==> src/hdl/sorted_static_list_insert_assert.svh <==
// Assertion macros for the sorted static list blocks.
// Expects clk and rst_n in the scope that uses them.
`ifndef SORTED_STATIC_LIST_INSERT_ASSERT_SVH
`define SORTED_STATIC_LIST_INSERT_ASSERT_SVH

// same-cycle implication
`define SSLI_ASSERT_IMPL(label, ante, cons, msg) \
    label: assert property (@(posedge clk) disable iff (!rst_n) (ante) |-> (cons)) \
        else $error(msg);

// next-cycle implication
`define SSLI_ASSERT_NEXT(label, ante, cons, msg) \
    label: assert property (@(posedge clk) disable iff (!rst_n) (ante) |=> (cons)) \
        else $error(msg);

`endif

==> src/hdl/ssli_pkg.sv <==
// Shared types and constants for the sorted static list.
// No dependencies.
package ssli_pkg;

    localparam int CAPACITY_DEF = 128;
    localparam int GROUP_SIZE   = 16;

    typedef enum logic [1:0] {
        CMD_APPEND  = 2'd0,
        CMD_HEAD    = 2'd1,
        CMD_ORDERED = 2'd2,
        CMD_READ    = 2'd3
    } cmd_t;

    typedef struct packed {
        cmd_t               cmd;
        logic signed [31:0] key;
        logic [63:0]        payload;
        logic [6:0]         position;
    } in_item_t;

    typedef struct packed {
        logic               accepted;
        logic [7:0]         count;
        logic               full_res;
        logic               empty_res;
        logic signed [31:0] read_key;
        logic [63:0]        read_payload;
    } out_item_t;

    typedef struct packed {
        logic signed [31:0] key;
        logic [63:0]        payload;
    } entry_t;

    // broadcast from the controller to every cell
    typedef struct packed {
        logic     eval;
        logic     write;
        in_item_t item;
    } cell_ctl_t;

endpackage

==> src/hdl/ssli_cell.sv <==
// One list slot: holds an entry, decides whether the insert point is here or
// below, and shifts from its lower neighbor. Uses ssli_pkg.
module ssli_cell
    import ssli_pkg::*;
#(
    parameter int IDX   = 0,
    parameter int CNT_W = 8
)
(
    input  logic             clk,
    input  logic             rst_n,
    input  cell_ctl_t        ctl,
    input  logic [CNT_W-1:0] count,
    input  logic             pre_here,
    input  logic             pre_prev,
    input  entry_t           prev_entry,
    output entry_t           entry,
    output logic             stop,
    output entry_t           rd
);

    localparam logic [CNT_W-1:0] IDX_C = CNT_W'(IDX);

    entry_t entry_reg;
    logic   stop_reg;
    logic   stop_next;
    logic   valid;
    logic   less;
    logic   sel;

    assign valid = IDX_C < count;
    assign less  = $signed(entry_reg.key) < $signed(ctl.item.key);
    assign sel   = valid && (32'(ctl.item.position) == 32'(IDX));

    always_comb
    begin
        unique case (ctl.item.cmd)
            CMD_APPEND:  stop_next = !valid;
            CMD_HEAD:    stop_next = 1'b1;
            CMD_ORDERED: stop_next = !(valid && less);
            default:     stop_next = 1'b0;
        endcase
    end

    always_ff @(posedge clk or negedge rst_n)
    begin
        if (!rst_n)
        begin
            stop_reg <= 1'b0;
        end
        else if (ctl.eval)
        begin
            stop_reg <= stop_next;
        end
    end

    // slots above the insert point take the lower neighbor's entry
    always_ff @(posedge clk)
    begin
        if (ctl.write)
        begin
            if (pre_prev)
            begin
                entry_reg <= prev_entry;
            end
            else if (pre_here)
            begin
                entry_reg <= '{key: ctl.item.key, payload: ctl.item.payload};
            end
        end
    end

    assign entry = entry_reg;
    assign stop  = stop_reg;
    assign rd    = sel ? entry_reg : '0;

endmodule

==> config.mk <==
export PLATFORM = sky130hd
export DESIGN_NAME = ssli_cell
export DESIGN_NICKNAME = d
export VERILOG_FILES = /design/src/hdl/sorted_static_list_insert_assert.svh /design/src/hdl/ssli_pkg.sv /design/src/hdl/ssli_cell.sv
export SDC_FILE = /design/constraint.sdc
export NUM_CORES = 1
export LEC_CHECK = 0
export BUFFER_PORTS_ARGS = -buffer_cell sky130_fd_sc_hd__buf_2
export CORE_AREA = 2 2 158 160
export DETAILED_ROUTE_END_ITERATION = 16
export DIE_AREA = 0 0 160 162
export GPL_TIMING_DRIVEN = 1
export PLACE_DENSITY = 0.46
export SYNTH_ARGS = -nofsm -noshare
export SYNTH_HDL_FRONTEND = slang
export SYNTH_SLANG_ARGS = --single-unit
==> constraint.sdc <==
create_clock -name clk -period 3.4 [get_ports clk]
set_input_delay 0.68 -clock clk [delete_from_list [all_inputs] [get_ports clk]]
set_output_delay 0.68 -clock clk [all_outputs]
set_load 0.05 [all_outputs]
==> reports/qor.txt <==
status: finished clean
Hold-fix buffers, CTS: 0
internal power: 0.00240 W
Post-Syn Nets: 716
post-place instance area: 7970 sq um
YS warnings: 0
Post-Route Setup TNS: 0 ns
gp weighted congestion: 0.756
total global-route track usage: 14.5%
Synth Register Bits: 97
Layout area overhead: 50.3%
I/O Pins: 408
Post-synth EDFFs: 96
initial antenna violation count: 0
critical-path maximum fanout: 45
critical path type: in -> out
FFs w/ async S/R, synth: 1.03%
post-cts resize count: 0
CTS max path bufs: 2
clk_lat worst skew: 0.34 ns
combinational power share: 26.0%
skew final: 0.00959 ns
CTS sink cnt: 97
Slew headroom: 52.9%
Slew @ Worst Pin: 0.707 ns
via count of the routed design: 4,875
sequential area share after synthesis: 52.8%
1st-iter DRT viols: 230
Largest register FFs: 96
Setup Viol. Count Final: 0
total grt overflow: 0
Synth Cell Area: 5510 sq um
PwrDens: 434 nW/um^2
startpoint types: input port
final HPWL from detailed placement: 15,400 um
fin area: 8280 sq um
Unique masters post-synth: 31
initial cell density of the core: 22.9%
post-route antenna net violation count: 0
switching part of the total: 33.1%
unrepaired setup endpoints after global routing: false
clock network fraction of design power: 31.3%
CP Capture Type: primary output
total wire length: 19,400 um
post-CTS setup repair buffer count: 0
syn_area_per_cell: 11.7 sq um
Post-Syn Instances: 470
Root Driver: clkbuf_16
Final Slew Violations: 0
minimum clock period after layout: 2.88 ns
first-pass GRT wire length: 28,700 um
Reg clk slew, reported paths: 0.06 ns
post-placement setup slack: 0.496 ns
nets: 1,115
Worst Hold Class: in -> async
Ant. Diodes: 0
top post-synthesis cells by area: edfxtp_1 52%, mux2_2 13%, and2_1 11%
final hold slack: 0.105 ns
highest clock rate: 0.347 GHz
num rows: 57
DIE HEIGHT: 162 um
average vias per placed instance: 4.07
Arr. time, crit path: 2.20 ns
first drt pass iteration count: 4
Critical Path RT: 2.72 ns
Yosys top cell by area: edfxtp_1
Synth top cells by count: 96 x and2_1, 96 x edfxtp_1, 66 x mux2_2
final hold vios: 0
maxcap violations: 0
peak supply drop: 0.197 mV
total core area: 24,100 sq um
CTS H-tree lvls: 3
Synth top area share: 52.3%
vias in the first global route: 4,890
Synth Flop Type: edfxtp_1
Die X: 160 um
standby leakage power: 4.06 nW
Routed wire per std cell: 16.2 um
die area: 25,900 sq um
Residual DRC: 0
Final Cycle Share: 84.7%
Flop pwr share: 42.7%
Sw Pwr: 0.00119 W
proportion of layout cells with a drive suffix above 1: 57.2%
Port Buffers: 407
largest net degree at the start of global routing: 128
CTS Buf Count: 9
setup slack after layout: 0.519 ns
CTS tree: done
-- through the flow --
stage / power [W] / std cells / utilization [%]
after floorplan: 0.00218 / 470 / -
after global placement: 0.00251 / 1182 / 33.0
after detailed placement: 0.00251 / 1182 / 33.0
after CTS: 0.00366 / 1197 / 34.4
after global routing: 0.00377 / 1197 / 34.4
final: 0.00359 / 1197 / 34.4
-- layout by cell type, fill, tap and decap left out, types with 4 or more instances in the layout --
| master | instances |
|---|---|
| inv_1 | 32 |
| o21ai_0 | 34 |
| edfxtp_1 | 96 |
| and2_1 | 96 |
| clkbuf_16 | 9 |
| nand4_1 | 7 |
| mux2_2 | 66 |
| a21oi_1 | 15 |
| nand3_1 | 4 |
| buf_12 | 4 |
| buf_2 | 406 |
| ha_1 | 31 |
| nand2_1 | 39 |
-- final timing paths --
check / startpoint / end / slack, ns / depth (start not counted)
setup / recovery: count[7] / rd[59] / 0.52 / 7
hold / removal: rst_n / stop / 0.10 / 1
setup reg to reg: entry[78] / stop / 1.21 / 7
hold reg to reg: stop / stop / 0.63 / 3
max in group asynchronous: rst_n / stop / 3.21 / 1
min in group clk: prev_entry[79] / entry[79] / 0.61 / 3
-- layer usage --
metal / track usage, % / vias up / wire (um)
met4: 2.95 / 0 / 166
met3: 4.24 / 9 / 1440
li1: - / 2457 / -
met1: 17.7 / 2181 / 8020
met2: 25.5 / 228 / 9740
met5: 0 / - / 0
-- cells by family after synthesis --
| logic type | Yosys count | synth area share [%] |
|---|---|---|
| and+or+nand+nor | 161 | 16.6 |
| AOI/OAI and AO/OA | 58 | 6.22 |
| muxes | 66 | 13.5 |
| buffers and inverters | 57 | 3.90 |
| adders and majority gates | 31 | 7.04 |
| DFF | 97 | 52.8 |
-- power groups by stage --
stage | Sequential (W) | Clock, W | Combinational, W
after floorplan | 0.00193 | 0 | 0.000243
final | 0.00153 | 0.00112 | 0.000934
after global routing | 0.00155 | 0.00122 | 0.00100
after CTS | 0.00154 | 0.00117 | 0.000947
after detailed placement | 0.00156 | 0 | 0.000943
after global placement | 0.00157 | 0 | 0.000944
-- area by class of cell --
| cell class | instances | area, sq um |
|---|---|---|
| multi-input cells | 316 | 2400 |
| flip-flops and latches | 97 | 2910 |
| inverters | 32 | 120 |
| repair buffers | 413 | 2130 |
| clock inverters | 5 | 88.8 |
| clock buffers | 10 | 229 |
| fillers | 2545 | 15800 |
| well taps | 324 | 405 |
-- critical path, stage by stage --
cell	delay, ns
buf_2	0.09
nor4_1	0.38
nand2_1	0.18
and3_2	0.26
buf_12	0.17
and2_1	0.18
buf_2	0.22
(Power assumes the default switching activity.)
