**src/hdl/sorted_static_list_insert_assert.svh**
```systemverilog
// Assertion macros for the sorted static list blocks.
// Expects clk and rst_n in the scope that uses them.
`ifndef SORTED_STATIC_LIST_INSERT_ASSERT_SVH
`define SORTED_STATIC_LIST_INSERT_ASSERT_SVH

// same-cycle implication
`define SSLI_ASSERT_IMPL(label, ante, cons, msg) \
    label: assert property (@(posedge clk) disable iff (!rst_n) (ante) |-> (cons)) \
        else $error(msg);

// next-cycle implication
`define SSLI_ASSERT_NEXT(label, ante, cons, msg) \
    label: assert property (@(posedge clk) disable iff (!rst_n) (ante) |=> (cons)) \
        else $error(msg);

`endif

```
**src/hdl/ssli_pkg.sv**
```systemverilog
// Shared types and constants for the sorted static list.
// No dependencies.
package ssli_pkg;

    localparam int CAPACITY_DEF = 128;
    localparam int GROUP_SIZE   = 16;

    typedef enum logic [1:0] {
        CMD_APPEND  = 2'd0,
        CMD_HEAD    = 2'd1,
        CMD_ORDERED = 2'd2,
        CMD_READ    = 2'd3
    } cmd_t;

    typedef struct packed {
        cmd_t               cmd;
        logic signed [31:0] key;
        logic [63:0]        payload;
        logic [6:0]         position;
    } in_item_t;

    typedef struct packed {
        logic               accepted;
        logic [7:0]         count;
        logic               full_res;
        logic               empty_res;
        logic signed [31:0] read_key;
        logic [63:0]        read_payload;
    } out_item_t;

    typedef struct packed {
        logic signed [31:0] key;
        logic [63:0]        payload;
    } entry_t;

    // broadcast from the controller to every cell
    typedef struct packed {
        logic     eval;
        logic     write;
        in_item_t item;
    } cell_ctl_t;

endpackage

```
**src/hdl/ssli_prefix.sv**
```systemverilog
// Log-depth prefix OR over the cells' stop flags: bit i is set when some
// slot at or below i is the insert point. Uses ssli_pkg.
module ssli_prefix
    import ssli_pkg::*;
#(
    parameter int N = CAPACITY_DEF
)
(
    input  logic [N-1:0] stop,
    output logic [N-1:0] pre
);

    localparam int LV = $clog2(N);

    logic [N-1:0] lvl [0:LV];

    assign lvl[0] = stop;

    for (genvar l = 0; l < LV; l++)
    begin : g_lvl
        for (genvar i = 0; i < N; i++)
        begin : g_bit
            if (i >= (1 << l))
            begin : g_or
                assign lvl[l+1][i] = lvl[l][i] | lvl[l][i - (1 << l)];
            end
            else
            begin : g_pass
                assign lvl[l+1][i] = lvl[l][i];
            end
        end
    end

    assign pre = lvl[LV];

endmodule

```
**config.mk**
```make
export PLATFORM = sky130hd
export DESIGN_NAME = ssli_prefix
export DESIGN_NICKNAME = d
export VERILOG_FILES = /design/src/hdl/sorted_static_list_insert_assert.svh /design/src/hdl/ssli_pkg.sv /design/src/hdl/ssli_prefix.sv
export SDC_FILE = /design/constraint.sdc
export NUM_CORES = 1
export LEC_CHECK = 0
export BUFFER_PORTS_ARGS = -buffer_cell sky130_fd_sc_hd__buf_2
export CAP_MARGIN = 5
export CORE_AREA = 2 2 99 101
export DETAILED_ROUTE_END_ITERATION = 7
export DIE_AREA = 0 0 101 103
export GPL_TIMING_DRIVEN = 0
export PLACE_DENSITY = 0.57
export SYNTH_ARGS = -nofsm -noshare
export SYNTH_HDL_FRONTEND = slang
export SYNTH_SLANG_ARGS = --single-unit
```
**constraint.sdc**
```tcl
create_clock -name vclk -period 4.99
set_input_delay 0.998 -clock vclk [all_inputs]
set_output_delay 0.998 -clock vclk [all_outputs]
set_load 0.01 [all_outputs]
```
==> metrics.md, run 1 <==
| Metric | Value |
|---|---|
| Routing usage on met2 | `0.371` |
| Die ar. | `10400 µm²` |
| IO Pins | `256` |
| Post-CTS setup buffers | `0` |
| Sequential share of power | `0` |
| Number of I/O port buffers | `256` |
| P_int | `50.7 µW` |
| Setup TNS | `0 ns` |
| Cells after Synth | `326` |
| Post-synth top cells | `nor2_1, nand2_1, nand3_1` |
| Final HPWL DP | `around 10000 µm` |
| Cell Count, Final, Fillers Out | `~700` |
| Pin count of the biggest net entering global routing | `11` |
| Static Leak | `between 1 and 1.5 nW` |
| Clock power share | `0` |
| Synth area leaders | `nor2_1, nand2_1, nand3_1, or4_1, nor4_1` |
| RSZ-0062 raised after global routing | `false` |
| Hold Fails Final Rpt | `0` |
| Drt pass-1 iters | `4` |
| Adder-cell share of the synthesized area | `0` |
| DR vias/cell | `approximately 5.0` |
| GPL Wtd Cong | `0.933` |
| Starting density of the core | `0.197` |
| Synthesized Nets | `~450` |
| First-pass GRT wire length | `around 16000 µm` |
| Xor/xnor share of the synthesized area | `0` |
| Share of post-route cells with drive strength above 1 | `0.497` |
| Hold EP | `pre[2]` |
| Sequential area share after synthesis | `0` |
| F_max | `223 MHz` |
| All-Layer GR Usage | `0.195` |
| Count leader, synth | `nor2_1` |
| Core Area | `between 9000 and 10000 µm²` |
| Total Routed Length | `~11000 µm` |
| Part of the power in combinational logic | `1.000` |
| Synthesized cell area | `1860 µm²` |
| Synth Area in Compound Gates | `0` |
| Final count of pins violating max slew | `0` |
| Synth Area per Inst | `~5.7 µm²` |
| Final nets | `slightly above 700` |
| Critical path class | `in -> out` |
| GR Util met3 | `0.0285` |
| Outcome | `completed` |
| Antenna violations before repair | `0` |
| Die width | `~100 µm` |
| GRT overflow | `0` |
| Crit path capture type | `output pin` |
| Slew headroom | `0.336` |
| Slew of the pin with the lowest slew margin | `roughly 1 ns` |
| Via Count | `about 3500` |
| Final setup viols | `0` |
| Final worst path period need | `about 4.5 ns` |
| Min-delay src | `stop[2]` |
| Antenna Violating Nets Remaining | `0` |
| # DRC | `0` |
| Area grow syn2layout | `76.4%` |
| WP data required | `about 4 ns` |
| CP startpoint kind | `input pin` |
| Yosys warns | `0` |
| Psw | `~60 µW` |
| Arrival time worst endpoint | `~3.5 ns` |
| Post-synth top area share | `0.115` |
| Post-Synth Simple-Gate Area | `0.940` |
| Power Dens Cells | `approximately 33 nW/µm²` |
| Synth area leader | `nor2_1` |
| Mux cell area share after synthesis | `0` |
| Utilization after layout | `0.348` |
| Count of maximum capacitance violations | `0` |
| Hold Buf Count CTS | `0` |
| Placement Rows | `36` |
| Post-CTS Resized | `0` |
| FF+latch area | `0 µm²` |
| Vias in the first global route | `~3200` |
| Inst Count DP | `696` |
| Initial DRC Count | `between 150 and 200` |
| Post-synthesis cell type count | `35` |
| Final period utilization | `0.900` |
| Drt wl/cell | `~16 µm` |
| Global routing's busiest layer | `met2` |
| Seq Cell Count | `0` |
| Clock Buffer Count | `0` |
| Largest family of logic cells by synthesized area | `simple AND/OR/NAND/NOR gates` |
| Switch share | `0.535` |
| ANT cells | `0` |
| Die Y | `103 µm` |
| Max VDD drop | `a little over 0.02 mV` |
| Worst hold stages | `3` |
| M1 GR Usage | `0.247` |
| HP Class | `in -> out` |
| Worst-path maximum fanout | `8` |
## worst max-delay path, stage by stage
cell and delay [ns]:
buf_2 0.11, or2_2 0.30, nor4b_1 0.81, nand4_1 0.52, nor2_2 0.44, nand4_1 0.14, buf_2 0.16
## power by group through the flow
| stage | sequential (mW) | clock (mW) | combinational [mW] |
|---|---|---|---|
| after floorplan | 0 | 0 | 0.0271 |
| after global placement | 0 | 0 | 0.106 |
| after detailed placement | 0 | 0 | 0.108 |
| after CTS | 0 | 0 | 0.108 |
| after global routing | 0 | 0 | 0.120 |
| final | 0 | 0 | 0.109 |
## logic make-up (layout without fill, tap and decap cells)
family | Yosys count | in the layout
simple gates | 301 | 301
buf+inv | 25 | 281
## how the worst max path moves through the flow
| stage | slack, ns | endpoint | start |
|---|---|---|---|
| final | 0.50 | pre[127] | stop[67] |
| after global routing | 0.15 | pre[127] | stop[67] |
| after CTS | 0.51 | pre[127] | stop[67] |
| after detailed placement | 0.52 | pre[127] | stop[67] |
| after global placement | 0.51 | pre[127] | stop[67] |
| after floorplan | 1.15 | pre[22] | stop[0] |
## through the flow
stage	hold slack, ns	instance area [µm²]	setup slack (ns)	power, mW
CTS	2.28	3290	0.508	0.108
detailed placement	2.28	3290	0.517	0.108
global route	2.30	3290	0.155	0.120
finish	2.28	3290	0.497	0.109
floorplan	2.08	1860	1.15	0.0271
global placement	2.28	3290	0.509	0.106
## area by class of cell
class	instances	area, µm²
Buffer	7	43.8
Fill cell	1090	6170
Inverter	18	67.6
Multi-Input combinational cell	301	1750
Tap cell	114	143
Timing Repair Buffer	256	1280
## layer usage
layer  part of all wire  vias up  routed length, µm
met5                  0        -                  0
met4                  0        0                  0
met3              0.072        0                812
met2               0.51      145               5740
met1               0.42     1599               4710
li1                   -     1752                  -
## cell usage in the layout, fill, tap and decap left out, types with 5 or more instances in the layout
master / count
inv_1: 17
nor3_1: 27
nor2_1: 57
nand2b_1: 5
buf_2: 258
or2_2: 13
nor4b_1: 6
or3_1: 12
nand2_1: 48
nand3_1: 34
or4_1: 20
nand3b_1: 7
nor4_1: 22
nand4_1: 16
(Power assumes the default switching activity.)
==> run 2, diff against run 1 <==
--- a/config.mk
+++ b/config.mk
@@ -11,7 +11,7 @@
 export DETAILED_ROUTE_END_ITERATION = 7
 export DIE_AREA = 0 0 101 103
 export GPL_TIMING_DRIVEN = 0
-export PLACE_DENSITY = 0.57
+export PLACE_DENSITY = 0.6
 export SYNTH_ARGS = -nofsm -noshare
 export SYNTH_HDL_FRONTEND = slang
 export SYNTH_SLANG_ARGS = --single-unit
==> constraint.sdc (replaced) <==
create_clock -name vclk -period 3.6
set_input_delay 0.72 -clock vclk [all_inputs]
set_output_delay 0.72 -clock vclk [all_outputs]
set_load 0.01 [all_outputs]
==> run 2 against run 1 <==
  * Cell area grew 9.3%
  * Non-clock buffer count grew 14
  * First-iteration DRC count shrank 11%
  * Sequential cell count is the same
  * Worst hold slack lost 0.56 ns
  * Sequential share of layout area is the same
  * Critical path depth is the same
  * Global-route usage grew 0.73 points
  * Cell count grew 2.0%
  * Die area is the same
  * Utilization grew 3.2 points
  * Highest routed layer is now met4
  * Via count grew 3.1%
==> metrics.md, run 2 (synthesis results as in run 1) <==
| Metric | Value |
|---|---|
| Pin count of the biggest net entering global routing | `11 (unchanged)` |
| RSZ-0062 raised after global routing | `true` |
| Final setup viols | `0 (unchanged)` |
| FF+latch area | `0 µm² (unchanged)` |
| CP cell instances | `buf_2 -> or4_1 -> nor4b_2 -> nand3_1 -> nor4_4 -> nand3_1 -> buf_2` |
| Final period utilization | `0.974` |
| Seq Cell Count | `0 (unchanged)` |
| Placement Rows | `36 (unchanged)` |
| Antenna Violating Nets Remaining | `0 (unchanged)` |
| Max incr delay on CP | `0.61 ns (-0.20 ns)` |
| DR vias/cell | `5.08 (+1.1%)` |
| Met3 WL | `778 µm (-4.2%)` |
| Crit path buffers/inverters | `2 (unchanged)` |
| Core Area | `9460 µm² (unchanged)` |
| Post-DP Area | `3290 µm² (unchanged)` |
| Antenna violations before repair | `0 (unchanged)` |
| Most frequent cells in the layout | `buf_2, nor2_1, nand2_1, nand3_1, or4_1` |
| Cell Count, Final, Fillers Out | `710 (+2.0%)` |
| Die Y | `103 µm (unchanged)` |
| Final count of pins violating max slew | `0 (unchanged)` |
| Starting density of the core | `0.197 (unchanged)` |
| IO Pins | `256 (unchanged)` |
| Static Leak | `1.31 nW (+13%)` |
| Total Routed Length | `11600 µm (+3.2%)` |
| CP startpoint kind | `input pin` |
| Met2 routed WL | `6000 µm (+4.5%)` |
| Crit path capture type | `output pin` |
| GRT overflow | `0 (unchanged)` |
| Hold Fails Final Rpt | `0 (unchanged)` |
| Commonest non-fill, non-tap cell in the layout | `buf_2` |
| CP top delay family | `simple AND/OR/NAND/NOR gates` |
| Initial DRC Count | `144 (-11%)` |
| Met1 Wirelength | `4770 µm (+1.3%)` |
| Area grow syn2layout | `92.8%` |
| Die ar. | `10400 µm² (unchanged)` |
| Total power | `157 µW (+44%)` |
| WP data required | `2.88 ns (-1.11 ns)` |
| Top sig layer | `met4` |
| Clock Buffer Count | `0 (unchanged)` |
| ANT cells | `0 (unchanged)` |
| Inst Count DP | `696 (unchanged)` |
| Vias in the first global route | `3298 (+4.7%)` |
| Share of post-route cells with drive strength above 1 | `0.542 (+0.0454)` |
| Drt wl/cell | `16.4 µm (+1.1%)` |
| # DRC | `0 (unchanged)` |
| Critical path class | `in -> out` |
| Die width | `101 µm (unchanged)` |
| All-Layer GR Usage | `0.202 (+0.00729)` |
| Slew of the pin with the lowest slew margin | `0.640 ns (-0.342 ns)` |
| Worst-path maximum fanout | `5 (-3)` |
| First-pass GRT wire length | `16900 µm (+4.3%)` |
| Count of maximum capacitance violations | `0 (unchanged)` |
| Arrival time worst endpoint | `2.79 ns (-0.70 ns)` |
| Final nets | `726 (+2.0%)` |
| Fin area | `3590 µm² (+9.3%)` |
| Crit-path slowest cell | `or4_1` |
| HP Class | `in -> out` |
| Power Dens Cells | `43.8 nW/µm² (+32%)` |
| Outcome | `completed` |
| Number of I/O port buffers | `256 (unchanged)` |
| Max VDD drop | `0.0279 mV (+39%)` |
| Via Count | `3604 (+3.1%)` |
| GPL Wtd Cong | `0.806 (-14%)` |
| F_max | `~290 MHz` |
| Final worst path period need | `between 3 and 4 ns` |
| Slew headroom | `0.569 (+0.233)` |
| Final HPWL DP | `10000 µm (+0.35%)` |
| Drt pass-1 iters | `4 (unchanged)` |
| Fill cell count | `1042 (-4.4%)` |
## run 2: cell count changes in the layout (fill, tap and decap cells not counted), moves of 3 or more
cell	previous run	this run
nor4b_1	6	1
nor4_1	22	19
buf_12	0	3
nor4b_2	1	4
buf_4	2	13
nor3_2	1	7
nor3_1	27	19
## run 2: final cells by class
cell class | instances | area [µm²] | share of cell area
Buffer | 7 | 56.3 | 0.0157
Multi-Input combinational cell | 301 | 1900 | 0.530
Inverter | 18 | 67.6 | 0.0188
Timing Repair Buffer | 270 | 1420 | 0.396
Tap cell | 114 | 143 | 0.0397
## run 2: per-layer routing
layer | track usage | vias to the layer above
met5 | 0 | -
met4 | 0.0218 | 0
met3 | 0.0244 | 6
met2 | 0.369 | 144
met1 | 0.264 | 1676
li1 | - | 1778
## run 2: metrics by stage
step           worst slack (ns)    TNS, ns  hold slack (ns)  utilization
6_report                 0.0923          0             1.72        0.380
5_1_grt                 -0.0475    -0.0552             1.73        0.380
4_1_cts               -0.000200  -0.000200             1.73        0.360
3_5_place_dp             -0.451      -8.64             1.72        0.348
3_3_place_gp             -0.382      -6.87             1.72        0.348
2_1_floorplan             0.316          0             1.53            -
## run 2: worst paths after layout
kind / cells past startpoint / end / startpoint
hold / removal: 3 / pre[6] / stop[6]
setup / recovery: 7 / pre[122] / stop[53]
## run 2: where the power goes
group	switching, mW	total (mW)	leakage (nW)	internal [mW]
Clock	0	0	0	0
Sequential	0	0	0	0
Combinational	0.0860	0.157	1.31	0.0714
## run 2: what timing repair did
item                                   in CTS  in global routing
buffers inserted                            6                  7
resized for setup                          11                 20
setup endpoints to repair                  51                 72
pin swaps                                   4                  4
endpoints found under the hold margin       0                  0
hold buffers                                0                  0
cloned                                      0                  1
